--- config.mk ---
export PLATFORM = sky130hd
export DESIGN_NAME = count_profile_delta_run_decoder
export DESIGN_NICKNAME = d
export VERILOG_FILES = /design/src/rtl/cpdr_pkg.sv /design/src/rtl/count_profile_delta_run_decoder.sv /design/src/rtl/cpdr_front.sv /design/src/rtl/cpdr_fifo.sv /design/src/rtl/cpdr_back.sv
export SDC_FILE = /design/constraint.sdc
export NUM_CORES = 1
export LEC_CHECK = 0
export ABC_AREA = 1
export BUFFER_PORTS_ARGS = -buffer_cell sky130_fd_sc_hd__buf_2
export CAP_MARGIN = 10
export CORE_MARGIN = 2
export CORE_UTILIZATION = 45
export CTS_CLUSTER_DIAMETER = 120
export DETAILED_ROUTE_END_ITERATION = 16
export GPL_ROUTABILITY_DRIVEN = 0
export GPL_TIMING_DRIVEN = 0
export MAX_ROUTING_LAYER = met4
export PLACE_DENSITY = 0.62
export RECOVER_POWER = 25
export SLEW_MARGIN = 25
export SYNTH_ARGS = -nofsm -noshare
export SYNTH_HDL_FRONTEND = slang
export SYNTH_SLANG_ARGS = --single-unit
--- constraint.sdc ---
create_clock -name clk -period 8.8 [get_ports clk]
set_clock_uncertainty 0.05 [all_clocks]
set_input_delay 1.76 -clock clk [delete_from_list [all_inputs] [get_ports clk]]
set_output_delay 1.76 -clock clk [all_outputs]
set_load 0.01 [all_outputs]
--- src/rtl/cpdr_pkg.sv ---
// ----------------------------------------------------------------------------
// cpdr_pkg: shared types and constants
// Command word passed from the byte classifier to the count expander,
// plus code-field constants of the compressed profile format.
// ----------------------------------------------------------------------------
package cpdr_pkg;

    localparam int CODE_W  = 8;
    localparam int COUNT_W = 16;
    localparam int LEN_W   = 20;
    localparam int RUN_W   = 6;

    localparam logic [LEN_W-1:0]   LEN_MAX   = 20'hFFFFF;
    localparam logic [COUNT_W-1:0] VALUE_MAX = 16'hFFFF;

    localparam int QUEUE_DEPTH = 2;

    // Result kinds.
    localparam logic KIND_COUNT  = 1'b0;
    localparam logic KIND_LENGTH = 1'b1;

    // Unfinished two-byte code held by the classifier.
    typedef enum logic [1:0] {
        PEND_NONE  = 2'd0,
        PEND_ABS   = 2'd1,
        PEND_DELTA = 2'd2
    } pend_t;

    // One command: optionally restart the length tally, emit cnt copies of
    // value, then optionally report the length and close the profile.
    typedef struct packed {
        logic               clr;
        logic               fin;
        logic [RUN_W-1:0]   cnt;
        logic [COUNT_W-1:0] value;
    } cmd_t;

endpackage

--- src/rtl/count_profile_delta_run_decoder.sv ---
// ----------------------------------------------------------------------------
// count_profile_delta_run_decoder: count profile byte-stream decoder
// A byte's words pass through the command queue and the expander's registers.
// Throughput: a byte is taken each cycle while the command queue has room; the
// expander emits one word per cycle while the output is free and below the
// limit, returning to idle between commands; a final byte adds the length word.
// Reset: asynchronous, active low; clears all profile state and the queue and
// sets the length limit to its maximum.
// ----------------------------------------------------------------------------
module count_profile_delta_run_decoder #(
    parameter int QUEUE_DEPTH = cpdr_pkg::QUEUE_DEPTH
) (
    input  logic                          clk,
    input  logic                          rst_n,
    input  logic                          cfg_we,
    input  logic [cpdr_pkg::LEN_W-1:0]    cfg_wdata,
    input  logic                          in_valid,
    output logic                          in_ready,
    input  logic [cpdr_pkg::CODE_W-1:0]   code_byte,
    input  logic                          first_byte,
    input  logic                          final_byte,
    output logic                          out_valid,
    input  logic                          out_ready,
    output logic                          kind,
    output logic [cpdr_pkg::COUNT_W-1:0]  value,
    output logic [cpdr_pkg::LEN_W-1:0]    position,
    output logic                          last
);
    import cpdr_pkg::*;

    logic [LEN_W-1:0] max_len_reg;
    logic             accept;
    logic             push;
    cmd_t             push_cmd;
    logic             q_full;
    logic             q_not_empty;
    cmd_t             q_head;
    logic             q_pop;

    always_ff @(posedge clk or negedge rst_n)
    begin
        if (!rst_n)
        begin
            max_len_reg <= LEN_MAX;
        end
        else if (cfg_we)
        begin
            max_len_reg <= cfg_wdata;
        end
    end

    assign in_ready = !q_full;
    assign accept   = in_valid && in_ready;

    cpdr_front u_front (
        .clk        (clk),
        .rst_n      (rst_n),
        .accept     (accept),
        .code_byte  (code_byte),
        .first_byte (first_byte),
        .final_byte (final_byte),
        .push       (push),
        .cmd        (push_cmd)
    );

    cpdr_fifo #(
        .DEPTH (QUEUE_DEPTH)
    ) u_fifo (
        .clk       (clk),
        .rst_n     (rst_n),
        .push      (push),
        .push_cmd  (push_cmd),
        .pop       (q_pop),
        .full      (q_full),
        .not_empty (q_not_empty),
        .head      (q_head)
    );

    cpdr_back u_back (
        .clk       (clk),
        .rst_n     (rst_n),
        .max_len   (max_len_reg),
        .cmd_valid (q_not_empty),
        .cmd       (q_head),
        .cmd_pop   (q_pop),
        .out_valid (out_valid),
        .out_ready (out_ready),
        .kind      (kind),
        .value     (value),
        .position  (position),
        .last      (last)
    );

    // A length word always closes the words of its byte.
    a_len_last: assert property (@(posedge clk) disable iff (!rst_n)
        out_valid && (kind == KIND_LENGTH) |-> last)
        else $error("length word without last");

    // The length value is the position saturated to 16 bits.
    a_len_value: assert property (@(posedge clk) disable iff (!rst_n)
        out_valid && (kind == KIND_LENGTH) |->
            (value == ((position > LEN_W'(VALUE_MAX)) ? VALUE_MAX : position[COUNT_W-1:0])))
        else $error("length value does not match position");

    // Count words are only shown for positions below the limit.
    a_count_limit: assert property (@(posedge clk) disable iff (!rst_n)
        out_valid && (kind == KIND_COUNT) |-> (position < max_len_reg))
        else $error("count word at or beyond the limit");

endmodule

--- src/rtl/cpdr_front.sv ---
// ----------------------------------------------------------------------------
// cpdr_front: byte classifier
// Tracks the current count and any unfinished two-byte code, and turns an
// accepted byte that yields counts or carries a start or end mark into a command.
// ----------------------------------------------------------------------------
module cpdr_front (
    input  logic                            clk,
    input  logic                            rst_n,
    input  logic                            accept,
    input  logic [cpdr_pkg::CODE_W-1:0]     code_byte,
    input  logic                            first_byte,
    input  logic                            final_byte,
    output logic                            push,
    output cpdr_pkg::cmd_t                  cmd
);
    import cpdr_pkg::*;

    logic [COUNT_W-1:0] count_reg, count_next;
    logic [CODE_W-1:0]  high_reg, high_next;
    pend_t              pend_reg, pend_next;
    logic [COUNT_W-1:0] new_count;
    logic [RUN_W-1:0]   new_cnt;
    logic [14:0]        long_sum;

    always_comb
    begin
        new_count = count_reg;
        new_cnt   = '0;
        high_next = high_reg;
        pend_next = pend_reg;
        long_sum  = count_reg[14:0] + {high_reg[6:0], code_byte};
        if (first_byte)
        begin
            if (code_byte[7])
            begin
                new_count = '0;
                pend_next = PEND_ABS;
                high_next = code_byte;
            end
            else
            begin
                new_count = {8'd0, code_byte};
                new_cnt   = RUN_W'(1);
                pend_next = PEND_NONE;
            end
        end
        else
        begin
            case (pend_reg)
                PEND_ABS:
                begin
                    new_count = {1'b0, high_reg[6:0], code_byte};
                    new_cnt   = RUN_W'(1);
                    pend_next = PEND_NONE;
                end
                PEND_DELTA:
                begin
                    new_count = {1'b0, long_sum};
                    new_cnt   = RUN_W'(1);
                    pend_next = PEND_NONE;
                end
                default:
                begin
                    pend_next = PEND_NONE;
                    if (code_byte[7:6] == 2'b00)
                    begin
                        new_cnt = code_byte[RUN_W-1:0];
                    end
                    else if (code_byte[7])
                    begin
                        pend_next = PEND_DELTA;
                        high_next = code_byte;
                    end
                    else
                    begin
                        // Short delta: sign-extend the 6-bit field.
                        new_count = count_reg + {{10{code_byte[5]}}, code_byte[5:0]};
                        new_cnt   = RUN_W'(1);
                    end
                end
            endcase
        end

        cmd.clr   = first_byte;
        cmd.fin   = final_byte;
        cmd.cnt   = new_cnt;
        cmd.value = new_count;
        push      = accept && (first_byte || final_byte || (new_cnt != '0));

        count_next = new_count;
        if (final_byte)
        begin
            // A code left unfinished by the final byte is dropped.
            count_next = '0;
            high_next  = '0;
            pend_next  = PEND_NONE;
        end
    end

    always_ff @(posedge clk or negedge rst_n)
    begin
        if (!rst_n)
        begin
            count_reg <= '0;
            high_reg  <= '0;
            pend_reg  <= PEND_NONE;
        end
        else if (accept)
        begin
            count_reg <= count_next;
            high_reg  <= high_next;
            pend_reg  <= pend_next;
        end
    end

endmodule

--- src/rtl/cpdr_fifo.sv ---
// ----------------------------------------------------------------------------
// cpdr_fifo: command queue
// Small first-in first-out queue of commands between classifier and expander.
// ----------------------------------------------------------------------------
module cpdr_fifo #(
    parameter int DEPTH = cpdr_pkg::QUEUE_DEPTH
) (
    input  logic           clk,
    input  logic           rst_n,
    input  logic           push,
    input  cpdr_pkg::cmd_t push_cmd,
    input  logic           pop,
    output logic           full,
    output logic           not_empty,
    output cpdr_pkg::cmd_t head
);
    import cpdr_pkg::*;

    localparam int AW = (DEPTH > 1) ? $clog2(DEPTH) : 1;
    localparam int CW = $clog2(DEPTH + 1);

    cmd_t          mem [DEPTH];
    logic [AW-1:0] wr_ptr_reg, rd_ptr_reg;
    logic [CW-1:0] fill_reg;

    assign full      = (fill_reg == CW'(DEPTH));
    assign not_empty = (fill_reg != '0);
    assign head      = mem[rd_ptr_reg];

    always_ff @(posedge clk)
    begin
        if (push)
        begin
            mem[wr_ptr_reg] <= push_cmd;
        end
    end

    always_ff @(posedge clk or negedge rst_n)
    begin
        if (!rst_n)
        begin
            wr_ptr_reg <= '0;
            rd_ptr_reg <= '0;
            fill_reg   <= '0;
        end
        else
        begin
            if (push)
            begin
                wr_ptr_reg <= (wr_ptr_reg == AW'(DEPTH - 1)) ? '0 : wr_ptr_reg + 1'b1;
            end
            if (pop)
            begin
                rd_ptr_reg <= (rd_ptr_reg == AW'(DEPTH - 1)) ? '0 : rd_ptr_reg + 1'b1;
            end
            if (push && !pop)
            begin
                fill_reg <= fill_reg + 1'b1;
            end
            else if (pop && !push)
            begin
                fill_reg <= fill_reg - 1'b1;
            end
        end
    end

endmodule

--- src/rtl/cpdr_back.sv ---
// ----------------------------------------------------------------------------
// cpdr_back: count expander
// Executes commands: keeps the length tally, emits one count word per cycle, while the
// output is free and below the limit, and reports the length at the end of a profile.
// ----------------------------------------------------------------------------
module cpdr_back (
    input  logic                          clk,
    input  logic                          rst_n,
    input  logic [cpdr_pkg::LEN_W-1:0]    max_len,
    input  logic                          cmd_valid,
    input  cpdr_pkg::cmd_t                cmd,
    output logic                          cmd_pop,
    output logic                          out_valid,
    input  logic                          out_ready,
    output logic                          kind,
    output logic [cpdr_pkg::COUNT_W-1:0]  value,
    output logic [cpdr_pkg::LEN_W-1:0]    position,
    output logic                          last
);
    import cpdr_pkg::*;

    typedef enum logic [1:0] {
        S_IDLE,
        S_RUN,
        S_LEN
    } state_t;

    state_t             state_reg, state_next;
    logic [RUN_W-1:0]   rem_reg, rem_next;
    logic [COUNT_W-1:0] val_reg, val_next;
    logic               fin_reg, fin_next;
    logic [LEN_W-1:0]   len_reg, len_next;
    logic               ov_reg, ov_next;
    logic               kind_reg, kind_next;
    logic [COUNT_W-1:0] value_reg, value_next;
    logic [LEN_W-1:0]   pos_reg, pos_next;
    logic               last_reg, last_next;
    logic               slot_free;
    logic [LEN_W:0]     len_plus;

    assign slot_free = !ov_reg || out_ready;
    assign cmd_pop   = (state_reg == S_IDLE) && cmd_valid;
    assign len_plus  = {1'b0, len_reg} + 1'b1;

    always_comb
    begin
        state_next = state_reg;
        rem_next   = rem_reg;
        val_next   = val_reg;
        fin_next   = fin_reg;
        len_next   = len_reg;
        ov_next    = ov_reg && !out_ready;
        kind_next  = kind_reg;
        value_next = value_reg;
        pos_next   = pos_reg;
        last_next  = last_reg;
        case (state_reg)
            S_IDLE:
            begin
                if (cmd_valid)
                begin
                    rem_next = cmd.cnt;
                    val_next = cmd.value;
                    fin_next = cmd.fin;
                    if (cmd.clr)
                    begin
                        len_next = '0;
                    end
                    if (cmd.cnt != '0)
                    begin
                        state_next = S_RUN;
                    end
                    else if (cmd.fin)
                    begin
                        state_next = S_LEN;
                    end
                end
            end
            S_RUN:
            begin
                if (slot_free)
                begin
                    if (len_reg < max_len)
                    begin
                        ov_next    = 1'b1;
                        kind_next  = KIND_COUNT;
                        value_next = val_reg;
                        pos_next   = len_reg;
                        // Unless a length word follows, the last emitted count is the last of the run
                        // or the one just below the limit.
                        last_next  = !fin_reg &&
                                     ((rem_reg == RUN_W'(1)) || (len_plus >= {1'b0, max_len}));
                    end
                    if (len_reg != LEN_MAX)
                    begin
                        len_next = len_plus[LEN_W-1:0];
                    end
                    rem_next = rem_reg - 1'b1;
                    if (rem_reg == RUN_W'(1))
                    begin
                        state_next = fin_reg ? S_LEN : S_IDLE;
                    end
                end
            end
            S_LEN:
            begin
                if (slot_free)
                begin
                    ov_next    = 1'b1;
                    kind_next  = KIND_LENGTH;
                    value_next = (len_reg > LEN_W'(VALUE_MAX)) ? VALUE_MAX
                                                                : len_reg[COUNT_W-1:0];
                    pos_next   = len_reg;
                    last_next  = 1'b1;
                    len_next   = '0;
                    state_next = S_IDLE;
                end
            end
            default:
            begin
                state_next = S_IDLE;
            end
        endcase
    end

    always_ff @(posedge clk or negedge rst_n)
    begin
        if (!rst_n)
        begin
            state_reg <= S_IDLE;
            rem_reg   <= '0;
            val_reg   <= '0;
            fin_reg   <= 1'b0;
            len_reg   <= '0;
            ov_reg    <= 1'b0;
            kind_reg  <= KIND_COUNT;
            value_reg <= '0;
            pos_reg   <= '0;
            last_reg  <= 1'b0;
        end
        else
        begin
            state_reg <= state_next;
            rem_reg   <= rem_next;
            val_reg   <= val_next;
            fin_reg   <= fin_next;
            len_reg   <= len_next;
            ov_reg    <= ov_next;
            kind_reg  <= kind_next;
            value_reg <= value_next;
            pos_reg   <= pos_next;
            last_reg  <= last_next;
        end
    end

    assign out_valid = ov_reg;
    assign kind      = kind_reg;
    assign value     = value_reg;
    assign position  = pos_reg;
    assign last      = last_reg;

endmodule

==> run_results.csv <==
group,metric,value,unit
run_status,outcome,"finished with violations",
run_status,violations,"capacitance limit, slew limit",
route,dr.pass1.iters,5,
placement,post-dp-hpwl,21.1,mm
placement,port_buffers,73,
clocking,cts_hold_buffers,0,
floorplan,core.rowCount,56,
power_and_ir_drop,power.density_cell_area,278,nW/um^2
final_layout,layout.filler_cells,2238,
power_and_ir_drop,p_leak,5.82,nW
clocking,cts_inserted_buffers,17,
final_layout,multi_input_comb_area,5080,sq um
floorplan,start_util,0.454,
sta,fin_crit_sh,0.459,
final_layout,largest_reg_flops,48,
worst_setup_path,cp_data_arrival_time,3.87,ns
sta,fin_ws,4.76,ns
worst_setup_path,worstSetupStartpointType,"input pin",
synth,mappedNetlistArea,10600,sq um
clocking,cts_resized,0,
power_and_ir_drop,switchingPower,1.35,mW
power_and_ir_drop,seq_power_share,0.369,
route,drt-vias-per-instance,5.24,
clocking,cts-root-to-sink-buffers,2,
synth,synth_enable_flop_cells,48,
clocking,clock_tree.root_cell,"sky130_fd_sc_hd__clkbuf_16",
worst_setup_path,cell_chain_critical_path,"clkbuf_1",
route,post_drt_wl_per_cell,16.0,microns
sta,setup_tns_after_final_layout,0,ns
worst_setup_path,timing.critical_path.to_type,"async pin",
synth,synth-warning-count,0,
sta,final-max-slew-violation-count,52,
final_layout,nets,1491,
synth,synth-seq-area-share,0.452,
power_and_ir_drop,share_clk_of_total_power,0.233,
final_layout,registers.top_by_ff_count,"u_fifo.mem",
synth,netlist.top_cell.by_area,"sky130_fd_sc_hd__dfrtp_1",
synth,syn_area_per_cell,8.24,sq um
route,dr_total_vias,8983,
synth,yosys.cell_types.count,55,
power_and_ir_drop,comb_power_share,0.398,
power_and_ir_drop,switching_share,0.402,
global_routing,grt_max_degree,83,
sta,worstMarginPinSlew,2.99,ns
sta,timing.final.setup_violations,0,
clocking,cts.sink_count,181,
power_and_ir_drop,irDropWorstVdd,0.189,mV
synth,synth_ff_type,"sky130_fd_sc_hd__dfrtp_1",
clocking,path_clk_slew,0.06,ns
hold_path,hold-path-cell-count,2,
synth,synthArstFlopShare,0.735,
floorplan,die-width,157,microns
clocking,clock_tree_from_tritoncts,"built",
floorplan,number_of_top_level_pins,75,
floorplan,fp.dieArea,24800,sq um
hold_path,worst_hold_path_type,"register to register",
global_routing,grt_pass1_vias,8438,
synth,synthCells,1286,
worst_setup_path,critical_path_cell_count,1,
sta,finalCriticalPeriod,4.04,ns
worst_setup_path,crit_family,"buffers and inverters",
sta,final-hold-violation-count,0,
power_and_ir_drop,cellInternalPower,2.00,mW
flow_run,cap_viol_max_count,1,
placement,dpl.cell_count,1681,
final_layout,drive_gt1_frac,0.131,
route,drt.antenna.violating_nets,0,
global_routing,grt_overflow_total,0,
global_routing,antenna_found_initial,0,
synth,syn_nets,1396,
sta,setup_repair_after_global_routing_missed_its_margin,"no",
final_layout,stdcell_area,12000,sq um
final_layout,utilization,0.516,
synth,synth.most_common_cell,"sky130_fd_sc_hd__nand2_1",
global_routing,gr-usage-all-layers,0.237,
worst_setup_path,critical-path-slowest-cell,"sky130_fd_sc_hd__clkbuf_1",
synth,synthDominantCellAreaShare,0.267,
placement,placement.setup.worst_slack,4.60,ns
sta,slew_headroom,-0.996,
floorplan,die-height,157,microns
synth,yosys-top-cells-area,"sky130_fd_sc_hd__dfrtp_1 27%, sky130_fd_sc_hd__edfxtp_1 14%, sky130_fd_sc_hd__nand2_1 13%",
worst_setup_path,timing.setup.critical_path_class,"input pin to async pin",
route,drc_violations,0,
clocking,cts_post_setup_buffers_inserted,0,
clocking,ctsHtreeMaxLevel,4,
route,dr.first_iter.drc_count,589,
floorplan,placeableCoreArea,23300,sq um
final_layout,area_growth,13.6,%
worst_setup_path,cp_data_required_time,8.63,ns
final_layout,layoutNonFillerInstCount,1713,
synth,synth.ff_latch_count,181,
worst_setup_path,crit_path_max_fanout,52,
worst_setup_path,critical-path-max-stage-delay,2.08,ns
route,routed_wire_length,27.5,mm
placement,cell_area_after_placement,11500,sq um
global_routing,global_route_wire_length_before_repair,44.5,mm
worst_setup_path,r2r_cells,18,
synth,netlist_top_cells_count,"355 x sky130_fd_sc_hd__nand2_1, 142 x sky130_fd_sc_hd__inv_1, 113 x sky130_fd_sc_hd__dfrtp_1",
clocking,clkLatencyLatePin,0.44,ns
final_layout,seqCellArea,4790,sq um
sta,max_freq,247,MHz
final_layout,antenna-diode-count,0,
worst_setup_path,buf_inv_on_cp,1,
[area by class of cell]
cell class,instances,area share
plain buffers,36,0.0150
clock buffers,22,0.0395
clock inverters,10,0.00987
inverters,149,0.0467
multi-input cells,920,0.422
flip-flops and latches,181,0.398
well taps,319,0.0332
repair buffers,76,0.0357
[kinds of logic (layout without fill, tap and decap cells)]
family	after synthesis	after routing	share of synthesized area
simple gates	573	573	0.229
compound gates	243	243	0.135
buf+inv	185	293	0.0700
flops	181	181	0.452
fa+ha+maj	75	75	0.0892
xor+xnor	24	24	0.0198
mux	5	5	0.00484
[placed cells by master (no fill, tap or decap), types with 21 or more instances in the layout]
cell type                  Yosys  routed
sky130_fd_sc_hd__nand2_1     355     355
sky130_fd_sc_hd__nor3_1       21      21
sky130_fd_sc_hd__inv_1       142     142
sky130_fd_sc_hd__edfxtp_1     48      48
sky130_fd_sc_hd__nand3_1      59      59
sky130_fd_sc_hd__buf_2        15      85
sky130_fd_sc_hd__o22ai_1      21      21
sky130_fd_sc_hd__dfrtp_1     113     113
sky130_fd_sc_hd__clkbuf_1     17      23
sky130_fd_sc_hd__xor2_1       21      21
sky130_fd_sc_hd__nor2_1       93      91
sky130_fd_sc_hd__ha_1         74      74
sky130_fd_sc_hd__a21oi_1      50      50
sky130_fd_sc_hd__o21ai_0     106     106
[path summary, 6_finish.rpt]
kind,to,slack [ns],from
max in group clk,u_fifo.fill_reg[1],4.98,first_byte
hold / removal,u_back.position[16],0.43,u_back.position[16]
hold reg to reg,u_back.position[16],0.43,u_back.position[16]
min in group asynchronous,u_back.len_reg[7],2.26,rst_n
setup reg to reg,u_back.last,5.42,u_back.len_reg[0]
setup / recovery,u_back.rem_reg[5],4.76,rst_n
[routing by layer]
metal | GRT usage | vias to the layer above | share of wire
li1 | - | 4465 | -
met1 | 0.329 | 4227 | 0.48
met2 | 0.364 | 266 | 0.45
met3 | 0.0419 | 25 | 0.055
met4 | 0.0567 | 0 | 0.013
met5 | - | - | 0
[metrics by stage]
step | hold slack (ns) | power [mW]
floorplan | 0.403 | 2.15
global placement | 0.411 | 2.54
detailed placement | 0.416 | 2.59
CTS | 0.434 | 3.37
global route | 0.449 | 3.60
finish | 0.428 | 3.35
[worst min-delay path, delay by kind of cell (launching register included)]
family           cells  cell delay, ns
flip-flops           1            0.34
AND/OR/NAND/NOR      2            0.10
[power groups by stage]
stage               clock network, mW  logic (mW)  registers [mW]
floorplan                           0       0.923            1.23
global placement                    0        1.29            1.25
detailed placement                  0        1.34            1.25
CTS                             0.790        1.34            1.24
global route                    0.829        1.51            1.26
finish                          0.779        1.33            1.24
(Power assumes the default switching activity.)
